## config.mk

```make
export PLATFORM = sky130hd
export DESIGN_NAME = template_tag_scanner_unit_flat
export DESIGN_NICKNAME = d
export VERILOG_FILES = /design/src/hdl/tts_pkg.sv /design/src/hdl/tts_in_if.sv /design/src/hdl/tts_out_if.sv /design/src/hdl/template_tag_scanner_unit.sv /design/src/hdl/tts_result_fifo.sv /design/src/flat_wrapper.sv
export SDC_FILE = /design/constraint.sdc
export NUM_CORES = 1
export LEC_CHECK = 0
export ABC_AREA = 1
export BUFFER_PORTS_ARGS = -buffer_cell sky130_fd_sc_hd__buf_2
export CAP_MARGIN = 20
export CORE_AREA = 2 2 222 224
export CTS_CLUSTER_DIAMETER = 30
export DETAILED_ROUTE_END_ITERATION = 7
export DIE_AREA = 0 0 224 226
export GPL_TIMING_DRIVEN = 0
export SYNTH_ARGS = -nofsm -noshare
export SYNTH_HDL_FRONTEND = slang
export SYNTH_SLANG_ARGS = --single-unit
```

## constraint.sdc

```tcl
create_clock -name i_clk -period 4.8 [get_ports i_clk]
set_input_delay 0.96 -clock i_clk [delete_from_list [all_inputs] [get_ports i_clk]]
set_output_delay 0.96 -clock i_clk [all_outputs]
set_load 0.01 [all_outputs]
```

## src/hdl/tts_pkg.sv

```systemverilog
// ----------------------------------------------------------------------------
// tts_pkg
// Shared types, constants and helpers for the template tag scanner.
// ----------------------------------------------------------------------------
package tts_pkg;

    localparam int POS_W     = 16;
    localparam int BYTE_W    = 8;
    localparam int TYPE_W    = 3;
    localparam int CFG_W     = 48;
    localparam int TAG_KINDS = 6;
    localparam int SLOTS     = 6;

    localparam logic [POS_W-1:0] MAX_LEN = 16'hFFFF;

    // configuration register indexes
    localparam logic [1:0] CFG_OPEN_LEAD   = 2'd0;
    localparam logic [1:0] CFG_OPEN_SECOND = 2'd1;
    localparam logic [1:0] CFG_CLOSE_FIRST = 2'd2;
    localparam logic [1:0] CFG_CLOSE_SECND = 2'd3;

    // reset table: keys { % ( - ^ <, closers }} %} )} -} ^} >}
    localparam logic [BYTE_W-1:0] RST_OPEN_LEAD   = 8'h7B;
    localparam logic [CFG_W-1:0]  RST_OPEN_SECOND = 48'h3C5E2D28257B;
    localparam logic [CFG_W-1:0]  RST_CLOSE_FIRST = 48'h3E5E2D29257D;
    localparam logic [CFG_W-1:0]  RST_CLOSE_SECND = 48'h7D7D7D7D7D7D;

    // result kinds
    localparam logic RK_TAG = 1'b0;
    localparam logic RK_END = 1'b1;

    typedef struct packed {
        logic              result_kind;
        logic [POS_W-1:0]  text_start;
        logic [POS_W-1:0]  tag_start;
        logic [POS_W-1:0]  tag_end;
        logic [TYPE_W-1:0] tag_type;
        logic              length_overflow;
        logic              last_of_run;
    } t_result;

    // up to two results produced by one transfer
    typedef struct packed {
        logic [1:0] count;
        t_result    first;
        t_result    second;
    } t_push;

    // table slot k; bit 8 set means "matches no byte"
    function automatic logic [BYTE_W:0] slot_byte(input logic [CFG_W-1:0]  packed_tbl,
                                                  input logic [TYPE_W-1:0] k);
        logic [BYTE_W:0] v;
        v = {1'b1, {BYTE_W{1'b0}}};
        for (int s = 0; s < SLOTS; s++) begin
            if (k == TYPE_W'(s)) begin
                v = {1'b0, packed_tbl[s*BYTE_W +: BYTE_W]};
            end
        end
        return v;
    endfunction

endpackage

```

## src/hdl/tts_in_if.sv

```systemverilog
// ----------------------------------------------------------------------------
// tts_in_if
// Text byte channel: valid/ready with one byte and an end-of-text flag.
// ----------------------------------------------------------------------------
interface tts_in_if;
    logic                       valid;
    logic                       ready;
    logic [tts_pkg::BYTE_W-1:0] text_byte;
    logic                       end_of_text;

    modport source (output valid, output text_byte, output end_of_text, input ready);
    modport sink   (input valid, input text_byte, input end_of_text, output ready);
endinterface

```

## src/hdl/tts_out_if.sv

```systemverilog
// ----------------------------------------------------------------------------
// tts_out_if
// Result channel: valid/ready with one tag or end-of-string result.
// ----------------------------------------------------------------------------
interface tts_out_if;
    logic                       valid;
    logic                       ready;
    logic                       result_kind;
    logic [tts_pkg::POS_W-1:0]  text_start;
    logic [tts_pkg::POS_W-1:0]  tag_start;
    logic [tts_pkg::POS_W-1:0]  tag_end;
    logic [tts_pkg::TYPE_W-1:0] tag_type;
    logic                       length_overflow;
    logic                       last_of_run;

    modport source (output valid, output result_kind, output text_start, output tag_start,
                    output tag_end, output tag_type, output length_overflow,
                    output last_of_run, input ready);
    modport sink   (input valid, input result_kind, input text_start, input tag_start,
                    input tag_end, input tag_type, input length_overflow,
                    input last_of_run, output ready);
endinterface

```

## src/hdl/template_tag_scanner_unit.sv

```systemverilog
// ----------------------------------------------------------------------------
// template_tag_scanner_unit
// Scans a byte stream for template tags and reports tag and end results.
// ----------------------------------------------------------------------------
// Usage:
//  - i_text carries one nonzero text byte per transfer, end_of_text on the
//    last byte of a string. o_result carries one result per transfer.
//  - A byte is scanned in the cycle it transfers; its results (none, one
//    or two) sit in a four-entry result queue and show on o_result from
//    the next cycle on.
//  - Throughput is one byte per cycle. i_text.ready drops only when the
//    queue holds three or more results, since one byte may add two (a
//    tag closing on the last byte of a string).
//  - When the receiver stalls, results wait in the queue and input keeps
//    flowing until the queue is nearly full.
//  - Reset (synchronous, active low) restores the default tag table,
//    clears scan state and empties the queue. After an end result the scan
//    state returns to its reset values; the table is kept.
//  - The table is written through i_cfg_we / i_cfg_index / i_cfg_data;
//    write it only while the block is idle (the block does not check).
// ----------------------------------------------------------------------------
module template_tag_scanner_unit (
    input  logic                        i_clk,
    input  logic                        i_rst_n,
    input  logic                        i_cfg_we,
    input  logic [1:0]                  i_cfg_index,
    input  logic [tts_pkg::CFG_W-1:0]   i_cfg_data,
    tts_in_if.sink                      i_text,
    tts_out_if.source                   o_result
);

    typedef enum logic [1:0] {
        MODE_PLAIN  = 2'd0,
        MODE_LEAD   = 2'd1,
        MODE_TAG    = 2'd2,
        MODE_CLOSE1 = 2'd3
    } t_mode;

    // tag table
    logic [tts_pkg::BYTE_W-1:0] r_open_lead;
    logic [tts_pkg::CFG_W-1:0]  r_open_second;
    logic [tts_pkg::CFG_W-1:0]  r_close_first;
    logic [tts_pkg::CFG_W-1:0]  r_close_secnd;

    // scan state
    t_mode                      r_mode,       n_mode;
    logic [tts_pkg::TYPE_W-1:0] r_type,       n_type;
    logic [tts_pkg::POS_W-1:0]  r_pos,        n_pos;
    logic [tts_pkg::POS_W-1:0]  r_text_begin, n_text_begin;
    logic [tts_pkg::POS_W-1:0]  r_lead_pos,   n_lead_pos;
    logic                       r_ovf,        n_ovf;

    logic                       accept;
    logic                       room;
    logic [tts_pkg::BYTE_W:0]   b9;
    logic                       key_hit;
    logic [tts_pkg::TYPE_W-1:0] key_idx;
    logic                       tag_hit;
    logic                       fin;
    tts_pkg::t_result           tag_res;
    tts_pkg::t_result           end_res;
    tts_pkg::t_push             push;
    tts_pkg::t_result           head;

    assign i_text.ready = room;
    assign accept       = i_text.valid && room;
    assign fin          = i_text.end_of_text;
    assign b9           = {1'b0, i_text.text_byte};

    // key lookup: lowest matching entry wins
    always_comb begin
        key_hit = 1'b0;
        key_idx = '0;
        for (int k = tts_pkg::TAG_KINDS - 1; k >= 0; k--) begin
            if (k < tts_pkg::SLOTS &&
                b9 == tts_pkg::slot_byte(r_open_second, tts_pkg::TYPE_W'(k))) begin
                key_hit = 1'b1;
                key_idx = tts_pkg::TYPE_W'(k);
            end
        end
    end

    // per-byte scan step
    always_comb begin
        n_mode       = r_mode;
        n_type       = r_type;
        n_lead_pos   = r_lead_pos;
        n_text_begin = r_text_begin;
        tag_hit      = 1'b0;

        // position saturates at MAX_LEN and flags overflow
        if (r_pos == tts_pkg::MAX_LEN) begin
            n_pos = r_pos;
            n_ovf = 1'b1;
        end else begin
            n_pos = r_pos + 1'b1;
            n_ovf = r_ovf;
        end

        unique case (r_mode)
            MODE_PLAIN: begin
                if (i_text.text_byte == r_open_lead) begin
                    n_lead_pos = r_pos;
                    n_mode     = MODE_LEAD;
                end
            end
            MODE_LEAD: begin
                if (key_hit) begin
                    n_type = key_idx;
                    n_mode = MODE_TAG;
                end else if (i_text.text_byte == r_open_lead) begin
                    n_lead_pos = r_pos;   // retry as a new lead byte
                end else begin
                    n_mode = MODE_PLAIN;
                end
            end
            MODE_TAG: begin
                if (b9 == tts_pkg::slot_byte(r_close_first, r_type)) begin
                    n_mode = MODE_CLOSE1;
                end
            end
            MODE_CLOSE1: begin
                if (b9 == tts_pkg::slot_byte(r_close_secnd, r_type)) begin
                    tag_hit = 1'b1;
                end else if (b9 != tts_pkg::slot_byte(r_close_first, r_type)) begin
                    n_mode = MODE_TAG;
                end
            end
            default: n_mode = MODE_PLAIN;
        endcase

        tag_res.result_kind     = tts_pkg::RK_TAG;
        tag_res.text_start      = r_text_begin;
        tag_res.tag_start       = r_lead_pos;
        tag_res.tag_end         = r_pos;
        tag_res.tag_type        = r_type;
        tag_res.length_overflow = 1'b0;
        tag_res.last_of_run     = !fin;

        if (tag_hit) begin
            n_text_begin = n_pos;
            n_mode       = MODE_PLAIN;
        end

        end_res.result_kind     = tts_pkg::RK_END;
        end_res.text_start      = n_text_begin;
        end_res.tag_start       = '0;
        end_res.tag_end         = '0;
        end_res.tag_type        = '0;
        end_res.length_overflow = n_ovf;
        end_res.last_of_run     = 1'b1;

        // end of string: scan state back to reset values
        if (fin) begin
            n_mode       = MODE_PLAIN;
            n_type       = '0;
            n_pos        = '0;
            n_text_begin = '0;
            n_lead_pos   = '0;
            n_ovf        = 1'b0;
        end

        push.count  = 2'd0;
        push.first  = tag_hit ? tag_res : end_res;
        push.second = end_res;
        if (accept) begin
            push.count = {1'b0, tag_hit} + {1'b0, fin};
        end
    end

    always_ff @(posedge i_clk) begin
        if (!i_rst_n) begin
            r_open_lead   <= tts_pkg::RST_OPEN_LEAD;
            r_open_second <= tts_pkg::RST_OPEN_SECOND;
            r_close_first <= tts_pkg::RST_CLOSE_FIRST;
            r_close_secnd <= tts_pkg::RST_CLOSE_SECND;
        end else if (i_cfg_we) begin
            unique case (i_cfg_index)
                tts_pkg::CFG_OPEN_LEAD:   r_open_lead <= i_cfg_data[tts_pkg::BYTE_W-1:0];
                tts_pkg::CFG_OPEN_SECOND: r_open_second <= i_cfg_data;
                tts_pkg::CFG_CLOSE_FIRST: r_close_first <= i_cfg_data;
                tts_pkg::CFG_CLOSE_SECND: r_close_secnd <= i_cfg_data;
                default: ;
            endcase
        end
    end

    always_ff @(posedge i_clk) begin
        if (!i_rst_n) begin
            r_mode       <= MODE_PLAIN;
            r_type       <= '0;
            r_pos        <= '0;
            r_text_begin <= '0;
            r_lead_pos   <= '0;
            r_ovf        <= 1'b0;
        end else if (accept) begin
            r_mode       <= n_mode;
            r_type       <= n_type;
            r_pos        <= n_pos;
            r_text_begin <= n_text_begin;
            r_lead_pos   <= n_lead_pos;
            r_ovf        <= n_ovf;
        end
    end

    tts_result_fifo u_fifo (
        .i_clk   (i_clk),
        .i_rst_n (i_rst_n),
        .i_push  (push),
        .o_room  (room),
        .o_valid (o_result.valid),
        .i_ready (o_result.ready),
        .o_data  (head)
    );

    assign o_result.result_kind     = head.result_kind;
    assign o_result.text_start      = head.text_start;
    assign o_result.tag_start       = head.tag_start;
    assign o_result.tag_end         = head.tag_end;
    assign o_result.tag_type        = head.tag_type;
    assign o_result.length_overflow = head.length_overflow;
    assign o_result.last_of_run     = head.last_of_run;

endmodule

```

## src/hdl/tts_result_fifo.sv

```systemverilog
// ----------------------------------------------------------------------------
// tts_result_fifo
// Four-entry result queue; takes up to two results per cycle, gives one per cycle while i_ready is high.
// ----------------------------------------------------------------------------
module tts_result_fifo (
    input  logic             i_clk,
    input  logic             i_rst_n,
    input  tts_pkg::t_push   i_push,
    output logic             o_room,
    output logic             o_valid,
    input  logic             i_ready,
    output tts_pkg::t_result o_data
);

    tts_pkg::t_result r_mem [4];
    logic [1:0]       r_wr;
    logic [1:0]       r_rd;
    logic [2:0]       r_cnt;
    logic             pop;

    assign o_valid = (r_cnt != 3'd0);
    assign o_data  = r_mem[r_rd];
    assign pop     = o_valid && i_ready;
    // room for a worst-case pair of results
    assign o_room  = (r_cnt < 3'd3);

    always_ff @(posedge i_clk) begin
        if (!i_rst_n) begin
            r_wr  <= 2'd0;
            r_rd  <= 2'd0;
            r_cnt <= 3'd0;
        end else begin
            r_wr  <= r_wr + i_push.count;
            r_rd  <= r_rd + {1'b0, pop};
            r_cnt <= r_cnt + {1'b0, i_push.count} - {2'b00, pop};
        end
    end

    always_ff @(posedge i_clk) begin
        if (i_push.count != 2'd0) begin
            r_mem[r_wr] <= i_push.first;
        end
        if (i_push.count == 2'd2) begin
            r_mem[r_wr + 2'd1] <= i_push.second;
        end
    end

endmodule

```

## src/flat_wrapper.sv

```systemverilog
// flat-port wrapper written by rule: the top's interface ports become plain ports
module template_tag_scanner_unit_flat 
  (i_clk, i_rst_n, i_cfg_we, i_cfg_index, i_cfg_data, i_text_valid, i_text_text_byte, i_text_end_of_text, i_text_ready, o_result_valid, o_result_result_kind, o_result_text_start, o_result_tag_start, o_result_tag_end, o_result_tag_type, o_result_length_overflow, o_result_last_of_run, o_result_ready);
  tts_in_if i_text_i ();
  tts_out_if o_result_i ();
  input  logic i_clk;
  input  logic i_rst_n;
  input  logic i_cfg_we;
  input  logic [1:0] i_cfg_index;
  input  logic [tts_pkg::CFG_W-1:0] i_cfg_data;
  input wire logic [$bits(i_text_i.valid)-1:0] i_text_valid;
  input wire logic [$bits(i_text_i.text_byte)-1:0] i_text_text_byte;
  input wire logic [$bits(i_text_i.end_of_text)-1:0] i_text_end_of_text;
  output wire logic [$bits(i_text_i.ready)-1:0] i_text_ready;
  output wire logic [$bits(o_result_i.valid)-1:0] o_result_valid;
  output wire logic [$bits(o_result_i.result_kind)-1:0] o_result_result_kind;
  output wire logic [$bits(o_result_i.text_start)-1:0] o_result_text_start;
  output wire logic [$bits(o_result_i.tag_start)-1:0] o_result_tag_start;
  output wire logic [$bits(o_result_i.tag_end)-1:0] o_result_tag_end;
  output wire logic [$bits(o_result_i.tag_type)-1:0] o_result_tag_type;
  output wire logic [$bits(o_result_i.length_overflow)-1:0] o_result_length_overflow;
  output wire logic [$bits(o_result_i.last_of_run)-1:0] o_result_last_of_run;
  input wire logic [$bits(o_result_i.ready)-1:0] o_result_ready;
  assign i_text_i.valid = i_text_valid;
  assign i_text_i.text_byte = i_text_text_byte;
  assign i_text_i.end_of_text = i_text_end_of_text;
  assign i_text_ready = i_text_i.ready;
  assign o_result_valid = o_result_i.valid;
  assign o_result_result_kind = o_result_i.result_kind;
  assign o_result_text_start = o_result_i.text_start;
  assign o_result_tag_start = o_result_i.tag_start;
  assign o_result_tag_end = o_result_i.tag_end;
  assign o_result_tag_type = o_result_i.tag_type;
  assign o_result_length_overflow = o_result_i.length_overflow;
  assign o_result_last_of_run = o_result_i.last_of_run;
  assign o_result_i.ready = o_result_ready;
  template_tag_scanner_unit u_core (.i_clk(i_clk), .i_rst_n(i_rst_n), .i_cfg_we(i_cfg_we), .i_cfg_index(i_cfg_index), .i_cfg_data(i_cfg_data), .i_text(i_text_i), .o_result(o_result_i));
endmodule
```

== Word level (Yosys, flattened, before mapping) ==
Memory sizes are Yosys's and may differ from the RTL's. A register that Yosys moved wholly into a read port is not among the register bits.
Cells that the tools add are included.
Operators by class
  add/sub/neg operators: 7
  $lt $le $gt $ge: 1
  eq/ne operators: 29
  muxes and demuxes: 59
  reduce and logical (&&, ||, !) cells: 18
Operators by type and width (count)
  $mux W9: 16
  $mux W16: 7
  $eq A8 B8 Y1: 7
  $mux W54: 1
  $pmux W16 S2: 1
  $mux W3: 9
  $mux W2: 10
  $eq A8 B9 Y1: 2
  $add A16 B1 Y16 const B: 1
  $eq A16 B16 Y1 const B: 1
  $mux W1: 14
  $ne A4 B2 Y1 const B: 3
  $eq A2 B2 Y1 const B: 5
  $ne A8 B9 Y1: 1
  $pmux W2 S4: 1
  $reduce_and A2 Y1: 4
  $eq A3 B2 Y1 const B: 2
  $eq A3 B3 Y1 const B: 2
  $reduce_and A3 Y1: 2
  $reduce_and A6 Y1: 1
  $reduce_bool A2 Y1: 3
  $reduce_bool A3 Y1: 2
  $ne A5 B3 Y1 const B: 1
  $eq A2 B1 Y1 const B: 2
  other kinds (14): 16
Word-level totals
  flip-flop bits (word level): 213
  bits in writable memories: 216
  bits of input ports: 64
  output and inout bits: 56
  word-level logic and storage cells: 128
  memories: 1
Memory list
  u_core.u_fifo.r_mem: depth 4, bits a word 54, rd ports 1, clocked after Yosys merged registers in 1, write ports 2, line tts_result_fifo.sv:15  | tts_pkg::t_result r_mem [4];

== Longest topological paths before layout ==
  depth after elaboration: 17
  mapped depth: 32
  depth with buffers taken out: 29

== Hierarchy ==
From an unflattened synthesis, not the netlist that was laid out.
Second synthesis, totals
  cell total of the unflattened synthesis: 2659
  area total of the unflattened synthesis: 20903.8 um^2
By module, submodules not included
  tts_result_fifo: times used 1, cells an instance 1116, area an instance 10789.1 um^2, seq. area each 6626.4 um^2
  template_tag_scanner_unit: times used 1, cells an instance 1543, area an instance 10114.7 um^2, seq. area each 4124.0 um^2

== Worst setup path after synthesis ==
No wires, ideal clock.
  kind: input to register
  from: input port i_text_text_byte[2]
  to: memory u_core.u_fifo.r_mem[2][10] in the netlist's numbering
  setup time: 0.128 ns
  arrival: 3.874 ns
  required time: 4.672 ns
  path slack: 0.798 ns
  stages on the path: 24
  buffers on the path: 3
  cells stage by stage: buf_2 > inv_1 > nand3_1 > nand2_1 > nand3_1 > nor2_2 > nand2_4 > inv_6 > buf_6 > ha_1 > inv_1 > nor2_1 > nor2_1 > inv_2 > nand3_2 > inv_1 > nand2_1 > nor2_1 > inv_2 > nand2_1 > inv_2 > buf_2 > nand2_1 > o21ai_1
RTL lines
  from (decl): line flat_wrapper.sv:12  | input wire logic [$bits(i_text_i.text_byte)-1:0] i_text_text_byte;
  to (decl): line tts_result_fifo.sv:15

==> results.json <==
{
  "syn-instance-count": 2514,
  "synth_seq_cells": 429,
  "drive_gt1_share_pct": 15.0,
  "place_area_um2": 20400,
  "cts_root_buffer": "clkbuf_16",
  "io_buffers": 113,
  "cts_buffers": 103,
  "htreeDepth": 3,
  "p_per_area_nw_per_um2": 550,
  "status": "finished clean",
  "start_kind": "flip-flop",
  "required_ns": 5.13,
  "critPathMaxFanout": 10,
  "register_area_um2": 9270,
  "synth_compound_gate_area_share_pct": 16.0,
  "final_max_slew_viol_count": 0,
  "syn_avg_cell_area_um2": 7.60,
  "synth-edff-count": 68,
  "ant_nets": 0,
  "setup_violations": 0,
  "row_count": 81,
  "hpwl_um": 48600,
  "maxClockFrequency_mhz": 216,
  "grt_usage_pct": 26.8,
  "route.detailed.drc": 0,
  "chipWidth_um": 224,
  "synth_seq_area_share_pct": 48.5,
  "max-cap-violations": 0,
  "via_per_inst": 5.40,
  "wl_um": 68500,
  "power_leakage_nw": 9.74,
  "critPathKind": "reg2reg",
  "min-delay-path-class": "reg2reg",
  "die_area_um2": 50600,
  "path_clk_slew_ns": 0.04,
  "clock_skew_ns": 0.0306,
  "place_congestion": 0.947,
  "cts_tree": "yes",
  "grt_max_degree": 21,
  "timing.final.crit_share_pct": 96.5,
  "syn2layout_area_growth_pct": 27.5,
  "fin_setup_tns_ns": 0,
  "synthFlopType": "dfxtp_1",
  "initial_utilization_pct": 39.5,
  "arrival_ns": 4.96,
  "grt_pass1_wl_um": 103000,
  "drtPass1Iterations": 6,
  "final_nets": 2812,
  "synth-simple-area-share_pct": 26.1,
  "synth_xor_area_share_pct": 2.48,
  "holdWs_ns": 0.445,
  "synth_cell_type_count": 45,
  "antenna_found_initial": 0,
  "peakVddDrop_uv": 282,
  "drt_iter0_drc": 1628,
  "rsz0062_at_grt": "true",
  "finalNonFillerCells": 3449,
  "coreArea_um2": 48300,
  "diodes": 0,
  "avgRoutedWirePerCell_um": 19.9,
  "min_period_ns": 4.63,
  "ys_async_sr_fraction_pct": 0,
  "slew_headroom_pct": 19.7,
  "final_common_cell": "nand2_1",
  "multi_input_area_um2": 8770,
  "n_fill_cell": 4659,
  "cts_buffer_depth": 3,
  "tightest_slew_ns": 1.19,
  "yosys_warnings": 0,
  "die_h_um": 226,
  "hold_viol": 0,
  "synth_fa_ha_area_share_pct": 0.563,
  "dp_cells": 3249,
  "syn_area_um2": 19100,
  "grt_pass1_vias": 18000,
  "end_kind": "flip-flop",
  "syn_nets": 2586,
  "pin_count": 120,
  "synth_top_family_by_area": "simple AND/OR/NAND/NOR gates",
  "holdBufCountCts": 0,
  "fin_area_um2": 24400,
  "clk_latency_ns": 0.64,
  "overflow": 0,
  "cts.sinks": 429,
  "synthMuxAreaShare_pct": 0,
  "num_vias": 18600,
  "final_cell_mix": "nand2_1 (544), dfxtp_1 (361), nor2_1 (287)"
}
kinds of logic (layout without fill, tap and decap cells):
kind of cell | after synthesis | in the layout
adder cells (fa/ha/maj) | 8 | 8
flip-flops | 429 | 429
XOR/XNOR | 54 | 54
AO/OA/AOI/OAI | 568 | 568
buffers and inverters | 288 | 600
AND/OR/NAND/NOR | 1167 | 1168
stage by stage:
stage / utilization [%] / setup WS (ns) / power (mW)
3_5_place_dp: 42.3 / -1.07 / 6.12
3_3_place_gp: 42.3 / -0.992 / 6.10
6_report: 50.4 / 0.166 / 13.4
2_1_floorplan: - / 0.798 / 5.21
4_1_cts: 50.2 / 0.0605 / 13.4
5_1_grt: 50.4 / -0.0412 / 13.9
area by class of cell:
class	instances	share of cell area, %
Clock inverter	57	3.29
Clock buffer	135	11.8
Buffer	162	3.01
Sequential cell	429	38.0
Inverter	126	2.04
Multi-Input combinational cell	1798	36.0
Timing Repair Buffer	120	2.64
Tap cell	622	3.19
cells in the mapped netlist, drive strengths merged (3+ instances only):
library cell | instances | area [um2]
o21ai | 340 | 1710
xnor2 | 22 | 193
o22ai | 115 | 719
a21oi | 87 | 439
xor2 | 32 | 280
inv | 123 | 474
ha | 7 | 87.6
edfxtp | 68 | 2040
nor2 | 302 | 1200
buf | 32 | 226
nand3 | 218 | 1100
nor4 | 3 | 18.8
a2bb2oi | 5 | 43.8
clkinv | 3 | 11.3
nor3 | 11 | 66.3
nand4 | 21 | 131
o211ai | 15 | 113
nand2 | 593 | 2350
or2 | 18 | 113
dfxtp | 361 | 7230
clkbuf | 130 | 488
critical path, stage by stage, from the launching register on:
cell and delay (ns):
dfxtp_1 0.30, buf_6 0.16, nor2_8 0.20, nand2_2 0.14, inv_2 0.14, nand2_1 0.07
nand3_1 0.11, nand2_1 0.14, nand2_1 0.11, nand3_1 0.07, nand2_1 0.08, nand2_1 0.08
nor2_2 0.15, nand2_4 0.14, inv_6 0.15, buf_6 0.19, ha_1 0.30, inv_1 0.15
nor2_2 0.08, nor2_1 0.21, nor3_2 0.10, clkinv_2 0.11, clkbuf_2 0.39, clkbuf_1 0.56
o22ai_1 0.19
flip-flops by register name (all words and copies together) (netlist names), 2 cells and up:
register and flops:
u_core.u_fifo.r_mem 216, u_core.r_close_first 48, u_core.r_close_secnd 48, u_core.r_open_second 48, u_core.r_lead_pos 16, u_core.r_pos 16
u_core.r_text_begin 16, u_core.r_open_lead 8, u_core.r_type 3, u_core.u_fifo.r_cnt 3, u_core.r_mode 2, u_core.u_fifo.r_rd 2
u_core.u_fifo.r_wr 2
power breakdown:
group | switching, mW | internal (mW) | leakage [nW]
registers | 0.0779 | 3.80 | 3.49
logic | 1.55 | 0.660 | 4.49
clock network | 2.21 | 5.10 | 1.76
final timing paths:
| kind | from | end | slack [ns] | cells past startpoint |
|---|---|---|---|---|
| max | u_core.r_type[0] | u_core.u_fifo.r_mem[0][48] | 0.17 | 24 |
| min | u_core.r_close_secnd[37] | u_core.r_close_secnd[37] | 0.45 | 2 |
| min reg2reg | u_core.r_close_secnd[37] | u_core.r_close_secnd[37] | 0.45 | 2 |
| max reg2reg | u_core.r_type[0] | u_core.u_fifo.r_mem[0][48] | 0.17 | 24 |
per-layer routing:
layer | track usage (%) | vias up | wire length, um
met2 | 46.7 | 741 | 33000
met5 | 0 | - | 0
met1 | 31.8 | 8771 | 27700
met4 | 12.8 | 0 | 3210
li1 | - | 8950 | -
met3 | 5.01 | 170 | 4610
repair_timing:
item                                   CTS  global route
setup endpoints to repair              204           221
pin swaps                                0             1
gates cloned                             0             1
endpoints found under the hold margin    0             0
buffers inserted                         5             2
gates resized for setup                 24            26
(Power assumes the default switching activity.)
